==> config.mk <==
export PLATFORM = sky130hd
export DESIGN_NAME = bvtp_mac
export DESIGN_NICKNAME = d
export VERILOG_FILES = /design/src/sv/bvtp_pkg.sv /design/src/sv/bvtp_mac.sv
export SDC_FILE = /design/constraint.sdc
export NUM_CORES = 2
export LEC_CHECK = 0
export BUFFER_PORTS_ARGS = -buffer_cell sky130_fd_sc_hd__buf_2
export CAP_MARGIN = 5
export CORE_MARGIN = 2
export CORE_UTILIZATION = 33
export DETAILED_ROUTE_END_ITERATION = 7
export GPL_TIMING_DRIVEN = 0
export SLEW_MARGIN = 20
export SYNTH_ARGS = -nofsm -noshare
export SYNTH_HDL_FRONTEND = slang
export SYNTH_SLANG_ARGS = --single-unit
==> constraint.sdc <==
create_clock -name i_clk -period 12.4 [get_ports i_clk]
set_clock_uncertainty 0.15 [all_clocks]
set_input_delay 1.86 -clock i_clk [delete_from_list [all_inputs] [get_ports i_clk]]
set_output_delay 1.86 -clock i_clk [all_outputs]
set_load 0.1 [all_outputs]
==> src/sv/bvtp_pkg.sv <==
// Package: shared constants, types and helpers for the best-view projection core.
`timescale 1ns / 1ps
package bvtp_pkg;
    localparam int MAX_CAMERAS_DEF = 64;
    localparam int FRAC_BITS_DEF   = 16;
    localparam int WORDS_PER_CAM   = 12;
    localparam int WORD_W          = 32;
    localparam int ADDR_W          = 10;
    localparam int CNT_W           = 7;
    localparam int IDX_W           = 6;

    localparam logic REQ_LOAD = 1'b0;
    localparam logic REQ_FACE = 1'b1;

    typedef logic signed [WORD_W-1:0] t_word;

    function automatic t_word sat32(input logic signed [65:0] v);
        t_word r;
        if (v > 66'sd2147483647) begin
            r = 32'sh7fffffff;
        end else if (v < -66'sd2147483648) begin
            r = 32'sh80000000;
        end else begin
            r = v[31:0];
        end
        return r;
    endfunction
endpackage

==> src/sv/bvtp_mac.sv <==
// Shared multiply unit: registered Q product, floor-shifted.
`timescale 1ns / 1ps
module bvtp_mac #(
    parameter int FRAC_BITS = bvtp_pkg::FRAC_BITS_DEF
) (
    input  logic                    i_clk,
    input  bvtp_pkg::t_word         i_a,
    input  bvtp_pkg::t_word         i_b,
    output logic signed [47:0]      o_p
);
    import bvtp_pkg::*;
    logic signed [63:0] r_prod;
    always_ff @(posedge i_clk) begin
        r_prod <= 64'(i_a) * 64'(i_b);
    end
    assign o_p = 48'(r_prod >>> FRAC_BITS);
endmodule

# ---- Yosys cells after proc, flatten, opt, wreduce, memory -nomap -nowiden
# Cells that the tools add are included.
dict set report totals {
  inputBits 65
  out_inout_bits 48
  ff_bits 64
  word_cells 2
}
dict set report op_classes {
  n_mul 1
}
# operator n
set ops {}
lappend ops {{$mul A32 B32 Y64} 1}

# ---- Logic depth before layout (Yosys ltp)
dict set report depth {
  word_depth 1
  depth_mapped 27
  ltp_nobuf 26
}

# ---- Least setup slack after synthesis
# OpenSTA, ideal clock, no wires.
dict set report synth_path {
  kind {input to register}
  from {input port i_a[31]}
  to {register r_prod[63]}
  cell_stages 27
  setup_time_ns 0.121
  arrival_time_ns 8.962
  setup_slack_ns 3.167
  t_required_ns 12.129
  cell_sequence {clkbuf_1 > nand2_1 > inv_1 > fa_1 > inv_1 > fa_1 > inv_1 > fa_1 > fa_1 > inv_1 > fa_1 > inv_1 > fa_1 > inv_1 > fa_1 > inv_1 > fa_1 > ha_1 > a21oi_1 > o211a_1 > o31ai_1 > a221oi_1 > a21oi_1 > o21ai_0 > o21ai_1 > o41a_1 > xnor2_1}
}
dict set report synth_between {
  elab_chain_len 1
}
# item line_no
set synth_rtl {}
lappend synth_rtl {{from (decl)} bvtp_mac.sv:7} ;# input bvtp_pkg::t_word i_a,
lappend synth_rtl {{$mul A32 B32 Y64} bvtp_mac.sv:14} ;# r_prod <= 64'(i_a) * 64'(i_b);
lappend synth_rtl {{to (signal assigned)} bvtp_mac.sv:14}
lappend synth_rtl {{to (decl)} bvtp_mac.sv:12} ;# logic signed [63:0] r_prod;
# Every way passes these cells.

# ---- Final worst setup path
# Same ends and word-level chain as after synthesis.

==> results by stage <==
Status:
- The run finished with clean final reports.

Drt:
- In the final routed layout, each cell accounts on average for around 24 microns.
- The first detailed-routing pass ran for 5 iterations.
- For this block, the routed nets add up to roughly 130000 microns of wire.
- The post-detailed-route DRC marker count is 0.
- The antenna violation net count after detailed routing is 0.
- The detail-routed via count per cell is roughly 4.9.
- The number of vias in the routed layout is between 20000 and 30000.
- The starting DRC count in detailed routing is roughly 2500.

Yosys:
- After synthesis, the share of flip-flops with an asynchronous set or reset is 0.
- The simple-gate share of the synthesized area is 0.157.
- The post-synthesis instance total is 3820.
- The largest total area in the synthesized netlist belongs to sky130_fd_sc_hd__fa_1.
- Sorting the synthesized cells by area gives the leading types as sky130_fd_sc_hd__fa_1 59%, sky130_fd_sc_hd__inv_1 9.8%, sky130_fd_sc_hd__and2_1 8.8%, sky130_fd_sc_hd__ha_1 6.2%, sky130_fd_sc_hd__nand2_1 5.3%.
- Of the post-synthesis cell area, the part taken by muxes is 0.
- For this run, the register share of the synthesized area comes to 0.0263.
- The most repeated cell in the gate-level netlist after synthesis is sky130_fd_sc_hd__fa_1.
- Synthesis instantiated 54 different standard cells from the library.
- The number of nets handed over by synthesis was a little over 5000.
- After synthesis the cells add up to roughly 0.037 sq mm.
- The synthesized area per cell is approximately 9.6 sq um.
- Of the total synthesized cell area, the portion taken by XOR and XNOR cells is 0.0151.
- The complex-gate fraction of the synthesized area is 0.0282.
- After synthesis, the largest family of logic cells by area is adder cells.
- During synthesis, Yosys emitted a total of 0 warnings.
- The fraction of synthesized cell area taken by the top area cell type is 0.593.
- The number of enable flip-flop cells after synthesis is 0.
- The adder-cell share of the synthesized area is 0.655.
- Counting flops and latches in the post-synthesis netlist gives between 40 and 50.
- The dominant register cell in the synthesized netlist is sky130_fd_sc_hd__dfxtp_1.
- The commonest cells after synthesis are 1081 x sky130_fd_sc_hd__fa_1, 950 x sky130_fd_sc_hd__inv_1, 513 x sky130_fd_sc_hd__nand2_1.

Finish:
- The area growth from synthesis to layout is 7.21%.
- After filler insertion, the fill cell instance count of the layout stands at between 10000 and 15000.
- The largest registers in the layout are r_prod: 48 flops.
- The register with the most flip-flops in the layout has between 40 and 50 of them.
- The cell area after layout is just under 0.04 sq mm.
- The total number of nets in the final design is between 5000 and 6000.
- Ranked by flip-flop count, first place goes to r_prod.
- In the final layout, the share of cells above drive strength 1 is 0.0335.
- Once layout is complete, the utilization of the core stands at 0.355.

Placed design:
- The placed wire-length estimate after detailed placement is between 100000 and 150000 microns.
- The standard cell area after detailed placement is between 0.03 and 0.04 sq mm.
- The number of port buffers is 112.
- At the end of routability-driven placement, the weighted congestion stood at 1.04.

Floorplanning:
- The die extent in y is 337 microns.
- The die area is between 0.1 and 0.15 sq mm.
- From left edge to right edge, the die measures 337 microns.
- For this design the top-level I/O count stands at between 100 and 150.
- After floorplanning, the core was sized to cover around 0.11 sq mm.
- The number of placement rows is around 120.
- For this configuration, the core starts out at a cell density of 0.331.

STA:
- The final-report max-slew violation count was 0.
- Static timing analysis puts the maximum clock frequency at slightly below 90 MHz.
- The final critical delay including setup and external delays is 11.39 ns.
- The count of final setup violators is 0.
- In the finished design, the share of the clock period the worst path needs comes to 0.918.
- For the pin with the worst max-slew slack, the measured transition is 1.18 ns.
- In this run the tightest slew margin relative to its limit is 0.212.
- Setup repair after global routing left no endpoint under its margin.
- The sum of negative setup slack is 0 ns.
- The hold violation total from the final report is 0.

Worst hold path:
- The number of cells traversed by the worst hold path is 8.
- For hold timing, the worst endpoint is r_prod[16]$_DFF_P_.
- The startpoint of the lowest-slack hold path is i_a[0].
- In this run the worst hold path is classified as input port to flop.

Worst setup path:
- The critical path's largest stage delay is slightly below 0.9 ns.
- The number of buffers and inverters on the critical path is 9.
- The worst setup path is launched from an input port.
- The required time at the worst-slack endpoint is 12.50 ns.
- The critical path's slowest cell is sky130_fd_sc_hd__fa_1.
- The largest driver fanout on the critical path is 10.
- The worst setup path is of the input port to flop kind.
- The critical path capture point type is a flop.
- The cell that appears most often on the critical path is sky130_fd_sc_hd__fa_1.
- The critical path data arrival time is between 10 and 15 ns.
- The top cell family by delay on the critical path is adder cells.

Clock network:
- The clock tree root buffer cell is sky130_fd_sc_hd__clkbuf_16.
- The count of instances resized after the clock tree is built is 0.
- The maximum root-to-sink buffer count is 2.
- The number of hold buffers added after CTS is 0.
- TritonCTS built the clock tree.
- The number of levels in the clock H-tree is 2.
- The number of clock buffers added by TritonCTS is 5.
- The setup fix buffers added after clock tree synthesis is 0.
- Clock-pin slew was measured on the worst setup and hold paths at roughly 0.1 ns.
- The number of sinks handled by clock tree synthesis is 48.

Global routing:
- The first global-routing pass estimated roughly 190000 microns of wire.
- The initial antenna violation count is 27.
- The number of global-route vias before repair is about 29000.
- The pin count of the biggest net entering global routing is 19.
- The total global-route track usage is 0.237.
- After global routing the overflow that remains totals 0.

Run:
- Across the run, the number of max-cap violations was 0.
-- through the flow --
| step | worst slack, ns | instances | hold WS [ns] |
|---|---|---|---|
| 3_5_place_dp | 0.702 | 5421 | 2.26 |
| 5_1_grt | 0.594 | 5432 | 2.60 |
| 3_3_place_gp | 0.637 | 5420 | 2.26 |
| 2_1_floorplan | 3.17 | 3820 | 2.32 |
| 4_1_cts | 1.00 | 5429 | 2.53 |
| 6_report | 1.01 | 5441 | 2.55 |
-- layout make-up --
cell class	instances	area (sq um)	share of cell area
Antenna cell	12	30.0	0.000767
Timing Repair Buffer	113	581	0.0148
Clock inverter	1	7.51	0.000192
Buffer	205	771	0.0197
Clock buffer	7	143	0.00364
Tap cell	1488	1860	0.0476
Inverter	950	3570	0.0911
Sequential cell	48	961	0.0246
Multi-Input combinational cell	2617	31200	0.798
-- worst max path at each step --
stage	start	end	slack, ns	depth (start not counted)
floorplan	i_a[31]	r_prod[63]$_DFF_P_	3.17	27
global placement	i_a[31]	r_prod[63]$_DFF_P_	0.64	26
detailed placement	i_a[31]	r_prod[63]$_DFF_P_	0.70	28
CTS	i_a[31]	r_prod[63]$_DFF_P_	1.00	28
global route	i_a[31]	r_prod[63]$_DFF_P_	0.59	28
finish	i_a[31]	r_prod[63]$_DFF_P_	1.01	28
-- placed cells by master (no fill, tap or decap), types with 4 or more instances in the layout --
master and n:
sky130_fd_sc_hd__clkbuf_1 201, sky130_fd_sc_hd__and2_1 512, sky130_fd_sc_hd__nor2b_1 4, sky130_fd_sc_hd__ha_1 180
sky130_fd_sc_hd__xor2_1 23, sky130_fd_sc_hd__diode_2 12, sky130_fd_sc_hd__o21ai_0 26, sky130_fd_sc_hd__and3_1 7
sky130_fd_sc_hd__nand2b_1 12, sky130_fd_sc_hd__nor2_1 46, sky130_fd_sc_hd__nand3_1 12, sky130_fd_sc_hd__a21o_1 21
sky130_fd_sc_hd__nand2_1 513, sky130_fd_sc_hd__xnor2_1 40, sky130_fd_sc_hd__buf_1 4, sky130_fd_sc_hd__a21oi_1 48
sky130_fd_sc_hd__nand4_1 14, sky130_fd_sc_hd__nor3_1 7, sky130_fd_sc_hd__dfxtp_1 48, sky130_fd_sc_hd__o21bai_1 8
sky130_fd_sc_hd__a211oi_1 5, sky130_fd_sc_hd__fa_1 1080, sky130_fd_sc_hd__inv_1 950, sky130_fd_sc_hd__buf_2 112
sky130_fd_sc_hd__clkbuf_16 5, sky130_fd_sc_hd__o21a_1 6
-- layer usage --
metal / vias up / part of all wire / GRT usage
met2: 1369 / 0.45 / 0.362
li1: 11100 / - / -
met1: 14100 / 0.39 / 0.312
met5: - / 0.0028 / 0.00468
met3: 295 / 0.11 / 0.0656
met4: 28 / 0.053 / 0.106
-- cells by family after synthesis --
family | count (synthesis)
buf+inv | 1155
xor+xnor | 63
simple gates | 1140
compound gates | 153
fa+ha+maj | 1261
flops | 48
Power is left out: the tool's default activity adds up to more than one toggle a clock period on the data nets, which glitch-free logic cannot reach.
