### config.mk
export PLATFORM = sky130hd
export DESIGN_NAME = bvtp_div
export DESIGN_NICKNAME = d
export VERILOG_FILES = /design/src/sv/bvtp_pkg.sv /design/src/sv/bvtp_div.sv
export SDC_FILE = /design/constraint.sdc
export NUM_CORES = 1
export LEC_CHECK = 0
export BUFFER_PORTS_ARGS = -buffer_cell sky130_fd_sc_hd__buf_4
export CORE_ASPECT_RATIO = 0.5
export CORE_MARGIN = 2
export CORE_UTILIZATION = 60
export CTS_BUF_LIST = sky130_fd_sc_hd__clkbuf_8 sky130_fd_sc_hd__clkbuf_16
export CTS_CLUSTER_DIAMETER = 150
export DETAILED_ROUTE_END_ITERATION = 8
export GPL_TIMING_DRIVEN = 0
export PLACE_DENSITY = 0.78
export SKIP_LAST_GASP = 1
export SYNTH_ARGS = -nofsm -noshare
export SYNTH_HDL_FRONTEND = slang
export SYNTH_SLANG_ARGS = --single-unit
export TNS_END_PERCENT = 20
### constraint.sdc
create_clock -name i_clk -period 5.9 [get_ports i_clk]
set_input_delay 1.18 -clock i_clk [delete_from_list [all_inputs] [get_ports i_clk]]
set_output_delay 1.18 -clock i_clk [all_outputs]
set_load 0.03 [all_outputs]
### src/sv/bvtp_pkg.sv
// Package: shared constants, types and helpers for the best-view projection core.
`timescale 1ns / 1ps
package bvtp_pkg;
    localparam int MAX_CAMERAS_DEF = 64;
    localparam int FRAC_BITS_DEF   = 16;
    localparam int WORDS_PER_CAM   = 12;
    localparam int WORD_W          = 32;
    localparam int ADDR_W          = 10;
    localparam int CNT_W           = 7;
    localparam int IDX_W           = 6;

    localparam logic REQ_LOAD = 1'b0;
    localparam logic REQ_FACE = 1'b1;

    typedef logic signed [WORD_W-1:0] t_word;

    function automatic t_word sat32(input logic signed [65:0] v);
        t_word r;
        if (v > 66'sd2147483647) begin
            r = 32'sh7fffffff;
        end else if (v < -66'sd2147483648) begin
            r = 32'sh80000000;
        end else begin
            r = v[31:0];
        end
        return r;
    endfunction
endpackage

### src/sv/bvtp_div.sv
// Serial restoring divider: (num << FRAC) / den, truncated toward zero, saturated.
`timescale 1ns / 1ps
module bvtp_div #(
    parameter int FRAC_BITS = bvtp_pkg::FRAC_BITS_DEF
) (
    input  logic                i_clk,
    input  logic                i_rst_n,
    input  logic                i_start,
    input  bvtp_pkg::t_word     i_num,
    input  bvtp_pkg::t_word     i_den,
    output logic                o_done,
    output bvtp_pkg::t_word     o_quo
);
    import bvtp_pkg::*;
    localparam int NW = 32 + FRAC_BITS;
    localparam int CW = $clog2(NW + 1);

    logic [NW-1:0] r_q;
    logic [32:0]   r_rem;
    logic [31:0]   r_d;
    logic          r_neg;
    logic          r_busy;
    logic [CW-1:0] r_cnt;
    logic [33:0]   n_rem;
    logic [33:0]   n_sub;
    logic [NW-1:0] n_a;
    logic signed [NW+1:0] n_sq;

    assign n_rem = {r_rem, r_q[NW-1]};
    assign n_sub = n_rem - {2'b0, r_d};
    assign n_sq  = r_neg ? -$signed({2'b0, r_q}) : $signed({2'b0, r_q});
    assign n_a   = i_num[31] ? NW'(-{{(NW-32){i_num[31]}}, i_num} <<< 0) : NW'(i_num);

    always_ff @(posedge i_clk) begin
        if (!i_rst_n) begin
            r_busy <= 1'b0;
            o_done <= 1'b0;
        end else begin
            o_done <= 1'b0;
            if (i_start) begin
                r_busy <= 1'b1;
                r_cnt  <= CW'(NW);
                r_q    <= n_a << FRAC_BITS;
                r_rem  <= '0;
                r_d    <= i_den[31] ? 32'(-i_den) : 32'(i_den);
                r_neg  <= i_num[31] ^ i_den[31];
            end else if (r_busy) begin
                if (!n_sub[33]) begin
                    r_rem <= n_sub[32:0];
                    r_q   <= {r_q[NW-2:0], 1'b1};
                end else begin
                    r_rem <= n_rem[32:0];
                    r_q   <= {r_q[NW-2:0], 1'b0};
                end
                r_cnt <= r_cnt - 1'b1;
                if (r_cnt == CW'(1)) begin
                    r_busy <= 1'b0;
                    o_done <= 1'b1;
                end
            end
        end
    end

    assign o_quo = sat32(66'(n_sq));
endmodule

## Word level (Yosys, flattened, before mapping)

Index checks and enable logic that the tools add are counted.

| word-level totals | value |
|---|---|
| register bits | 122 |
| bits of input ports | 67 |
| output and inout bits | 33 |
| logic and storage cells | 39 |

| operators by class | value |
|---|---|
| add/sub/neg operators | 5 |
| magnitude comparators | 2 |
| equality and inequality tests | 1 |
| muxes and demuxes | 15 |
| bitwise operators | 3 |
| reduce and logical (&&, ||, !) cells | 4 |

Operator list:

| cell | number |
|---|---|
| two-way mux 32 bit | 3 |
| two-way mux 48 bit | 2 |
| two-way mux 33 bit | 2 |
| negation 32 bit | 2 |
| > comparator 50 x 32 -> 1 bit, second input constant | 1 |
| < comparator 50 x 32 -> 1 bit, second input constant | 1 |
| two-way mux 50 bit | 1 |
| negation 48 -> 50 bit | 1 |
| subtractor 34 x 32 -> 34 bit | 1 |
| two-way mux 31 bit | 1 |
| == test 6 x 1 -> 1 bit, second input constant | 1 |
| two-way mux 6 bit | 1 |
| subtractor 6 x 1 -> 6 bit, second input constant | 1 |
| two-way mux 1 bit | 5 |
| AND reduction 2 bit | 2 |
| OR reduction 3 bit | 1 |
| NOT 1 bit | 2 |
| nonzero test 2 bit | 1 |
| bitwise XOR 1 bit | 1 |

## Longest topological paths before layout

| logic depth | value |
|---|---|
| word-level depth | 5 |
| gate-level depth with buffers | 14 |

## Worst setup path after synthesis

Ideal clock, no wire load.

| timing | value |
|---|---|
| path kind | register to output |
| start point | reg r_q[16] |
| end point | out o_quo[0] |
| arrival | 3.968 ns |
| required time | 4.720 ns |
| slack | 0.752 ns |
| cell stages (with the launch flop) | 13 |
| path buffers | 3 |
| path through | edfxtp_1 > or4_4 > or4_4 > buf_6 > or3_1 > buf_2 > nor3_1 > o32a_1 > nand4_1 > a2111oi_0 > nor2_1 > clkbuf_1 > o21ai_0 |

| between the ends | value |
|---|---|
| word-level cells in the longest chain between the ends | 5 |

RTL lines:

| item | RTL line | RTL |
|---|---|---|
| start, declared | bvtp_div.sv:18 | `logic [NW-1:0] r_q;` |
| start signal, assigned | bvtp_div.sv:43 | `r_q <= n_a << FRAC_BITS;` |
| start signal, assigned | bvtp_div.sv:50 | `r_q <= {r_q[NW-2:0], 1'b1};` |
| start signal, assigned | bvtp_div.sv:53 | `r_q <= {r_q[NW-2:0], 1'b0};` |
| negation 48 -> 50 bit | bvtp_div.sv:31 | `assign n_sq = r_neg ? -$signed({2'b0, r_q}) : $signed({2'b0, r_q});` |
| two-way mux 50 bit (*) | bvtp_div.sv:31 |  |
| < comparator 50 x 32 -> 1 bit | bvtp_pkg.sv:21 | `end else if (v < -66'sd2147483648) begin` |
| two-way mux 32 bit | bvtp_pkg.sv:21 |  |
| two-way mux 32 bit (*) | bvtp_pkg.sv:19 | `if (v > 66'sd2147483647) begin` |
| end, declared | bvtp_div.sv:12 | `output bvtp_pkg::t_word o_quo` |

Mark *: on every way between the ends. The rest lies on a longest branch, timed or not.

## Worst setup path in the final report

| timing | value |
|---|---|
| start point | reg r_q[16] |
| end point | out o_quo[26] |

Same word-level chain as after synthesis.

==> impl_metrics.tcl <==
set metrics [dict create \
    status "finished, final reports clean" \
    slew_viol_final 0 \
    cts_buffer_depth 2 \
    yosysMostFrequentCell "edfxtp_1" \
    peakVddDrop_mv 0.2067 \
    r2r_start "r_q[47]" \
    place_congestion 0.9380 \
    syn_inst 1039 \
    avgSynthCellArea_um2 9.025 \
    r2r_end "r_rem[19]" \
    via_per_inst 6.163 \
    synth-edff-count 120 \
    cp-end-kind "output pin" \
    cts_buffers 17 \
    initial_core_util_pct 61.15 \
    row_count 32 \
    hold_path_class "reg2reg" \
    drtAntennaViolNets 0 \
    synth_top_area_share_pct 38.43 \
    max-slew-margin-rel_pct 21.25 \
    dpl.hpwl_mm 17.73 \
    io_buffers 99 \
    cp_slowest_cell "or4_4" \
    place_ws_ps -159.3 \
    worst_pin_slew_ps 1177 \
    antenna_cells 0 \
    clk-insertion-delay-late_ps 420 \
    grt_pass1_wl_mm 39.82 \
    path_cells "or4_4, or4_4, buf_6, o41ai_1, xor2_1, nor4_1, nand4_1, a2111oi_4, nor2_1, clkbuf_1, o21ai_1, buf_4" \
    fp.coreArea_um2 15330 \
    max_freq_mhz 172.5 \
    start_kind "flip-flop" \
    multi_input_area_um2 5380 \
    cp_max_fo 10 \
    drc 0 \
    wire_per_inst_um 17.92 \
    clk_pin_slew_worst_paths_ps 60 \
    cts_tree "built" \
    critPathMaxStageDelay_ps 590 \
    grt_pass1_vias 7867 \
    grt-ovfl-total 0 \
    dp_cells 1344 \
    synth_warnings 0 \
    ys_top_cells_by_area "edfxtp_1, xor2_1, xnor2_1, ha_1, a21oi_1" \
    hold_buffers 0 \
    area_delta_synth_final_pct 18.96 \
    setup_violations 0 \
    syn_area_um2 9376 \
    finalSetupTns_ps 0 \
    nFillCells 1198 \
    grt_antenna_before_repair 0 \
    die_area_um2 16700 \
    ys_types 68 \
    top_level_ports 100 \
    layout.nets 1272 \
    seq_area_um2 3643 \
    layout-drive-gt1-share_pct 14.15 \
    grt_use_total_pct 29.91 \
    r2r_cells 13 \
    grt_max_degree 63 \
    numClockSinks 122 \
    maxCapViolations 0 \
    cts-htree-levels 4 \
    crit_arrival_ps 4620 \
    hold_viol 0 \
    drt-initial-drc-count 930 \
    fin_cells 1384 \
    crit_type "reg2out" \
    syn-num-nets 1144 \
    leakage_nw 4.343 \
    p_per_area_nw_per_um2 279.8 \
    synthFlopType "edfxtp_1" \
    fin_crit_ps 5796 \
    rsz0062_at_grt "false" \
    clock_skew_ps 10.44 \
    synthArstFlopShare_pct 0 \
    dieHeight_um 92.40 \
    num_vias 8530 \
    synth_top_cells_by_count "edfxtp_1, nor2_1, nand2_1" \
    clockRootBuffer "clkbuf_16" \
    cp.required_ps 4720 \
    wirelength_mm 24.81 \
    setup_ws_ps 103.9 \
    drt_pass1_iterations 5 \
    yosysTopAreaCell "edfxtp_1" \
    min_period_over_period_pct 98.24 \
    crit_start "r_q[16]" \
    crit_path_end "o_quo[26]" \
    crit_top_cell "or4_4" \
    yosysSeqAreaShare_pct 38.86 \
    r2r_slack_ps 1080 \
    die_width_um 180.8 \
    yosys_register_bits 122 \
]
==> layout make-up <==
class,instances,share of cell area (%)
multi-input combinational,815,48.23
sequential,122,32.66
timing repair buffer,109,7.695
clock buffer,17,3.814
tap,204,2.288
inverter,57,1.918
buffer,45,1.795
clock inverter,15,1.593
==> sequential cells by signal, indices dropped and copies added (netlist names) <==
| name | count |
|---|---|
| r_neg | 1 |
| r_busy | 1 |
| r_cnt | 6 |
| r_rem | 33 |
| r_d | 32 |
| o_done | 1 |
| r_q | 48 |
==> critical path, delay by kind of cell (launching register included) <==
kind | cells | cell delay [ps]
simple gates | 5 | 1820
buf+inv | 3 | 620
xor+xnor | 1 | 160
compound gates | 3 | 1130
flops | 1 | 470
==> cells by family after synthesis <==
family / Yosys count / share of synthesized area [%]
simple gates: 358 / 19.42
compound gates: 280 / 18.88
flops: 122 / 38.86
xor+xnor: 119 / 11.12
buf+inv: 102 / 4.417
fa+ha+maj: 38 / 5.151
mux: 20 / 2.162
==> power by group <==
part	leakage, nW	switching [W]	total (W)	internal (W)
clock network	0.288	0.000423	0.00109	0.000665
logic	2.89	0.000553	0.000920	0.000367
registers	1.16	0.0000572	0.00111	0.00106
==> placed cells by master (no fill, tap or decap), types with 19 or more instances in the layout <==
| master | count |
|---|---|
| nand3_1 | 21 |
| o21ai_1 | 30 |
| o31ai_1 | 27 |
| edfxtp_1 | 120 |
| clkbuf_1 | 35 |
| nor2b_1 | 25 |
| xnor2_1 | 53 |
| nor2_1 | 95 |
| nand2_1 | 91 |
| o21ai_0 | 50 |
| nand2b_1 | 19 |
| inv_1 | 57 |
| nor3_1 | 24 |
| xor2_1 | 66 |
| ha_1 | 37 |
| a21oi_1 | 83 |
| buf_4 | 107 |
==> repair_timing <==
item                                    CTS  global route
gates resized for setup                   4             5
endpoints found under the setup margin   31            31
buffers inserted                          2             6
pin swaps                                 1             2
==> per-layer routing <==
layer  vias to the layer above  GRT usage (%)  share of wire (%)
met5                         -              0                  0
met4                         0          8.535                1.7
met3                        43          4.444                8.1
met2                       400          48.95                 45
met1                      4004          41.69                 45
li1                       4083              -                  -
==> metrics by stage <==
step	power, W	utilization [%]	hold slack, ps	cell area (um2)
after global routing	0.003252	72.74	476.3	11150
after floorplan	0.001753	-	414.5	9376
after CTS	0.003102	72.23	457.8	11080
after detailed placement	0.002016	68.06	445.3	10440
final	0.003121	72.74	454.4	11150
after global placement	0.001993	67.66	419.9	10380
==> how the worst min path moves through the flow <==
stage / from / to / slack, ps / cells after the start
after floorplan: r_busy / o_done / 410 / 2
after global placement: r_busy / o_done / 420 / 2
after detailed placement: r_busy / o_done / 450 / 2
after CTS: r_busy / o_done / 460 / 2
after global routing: r_busy / o_done / 480 / 2
final: r_busy / o_done / 450 / 2
Power figures use the tool's default switching activity.
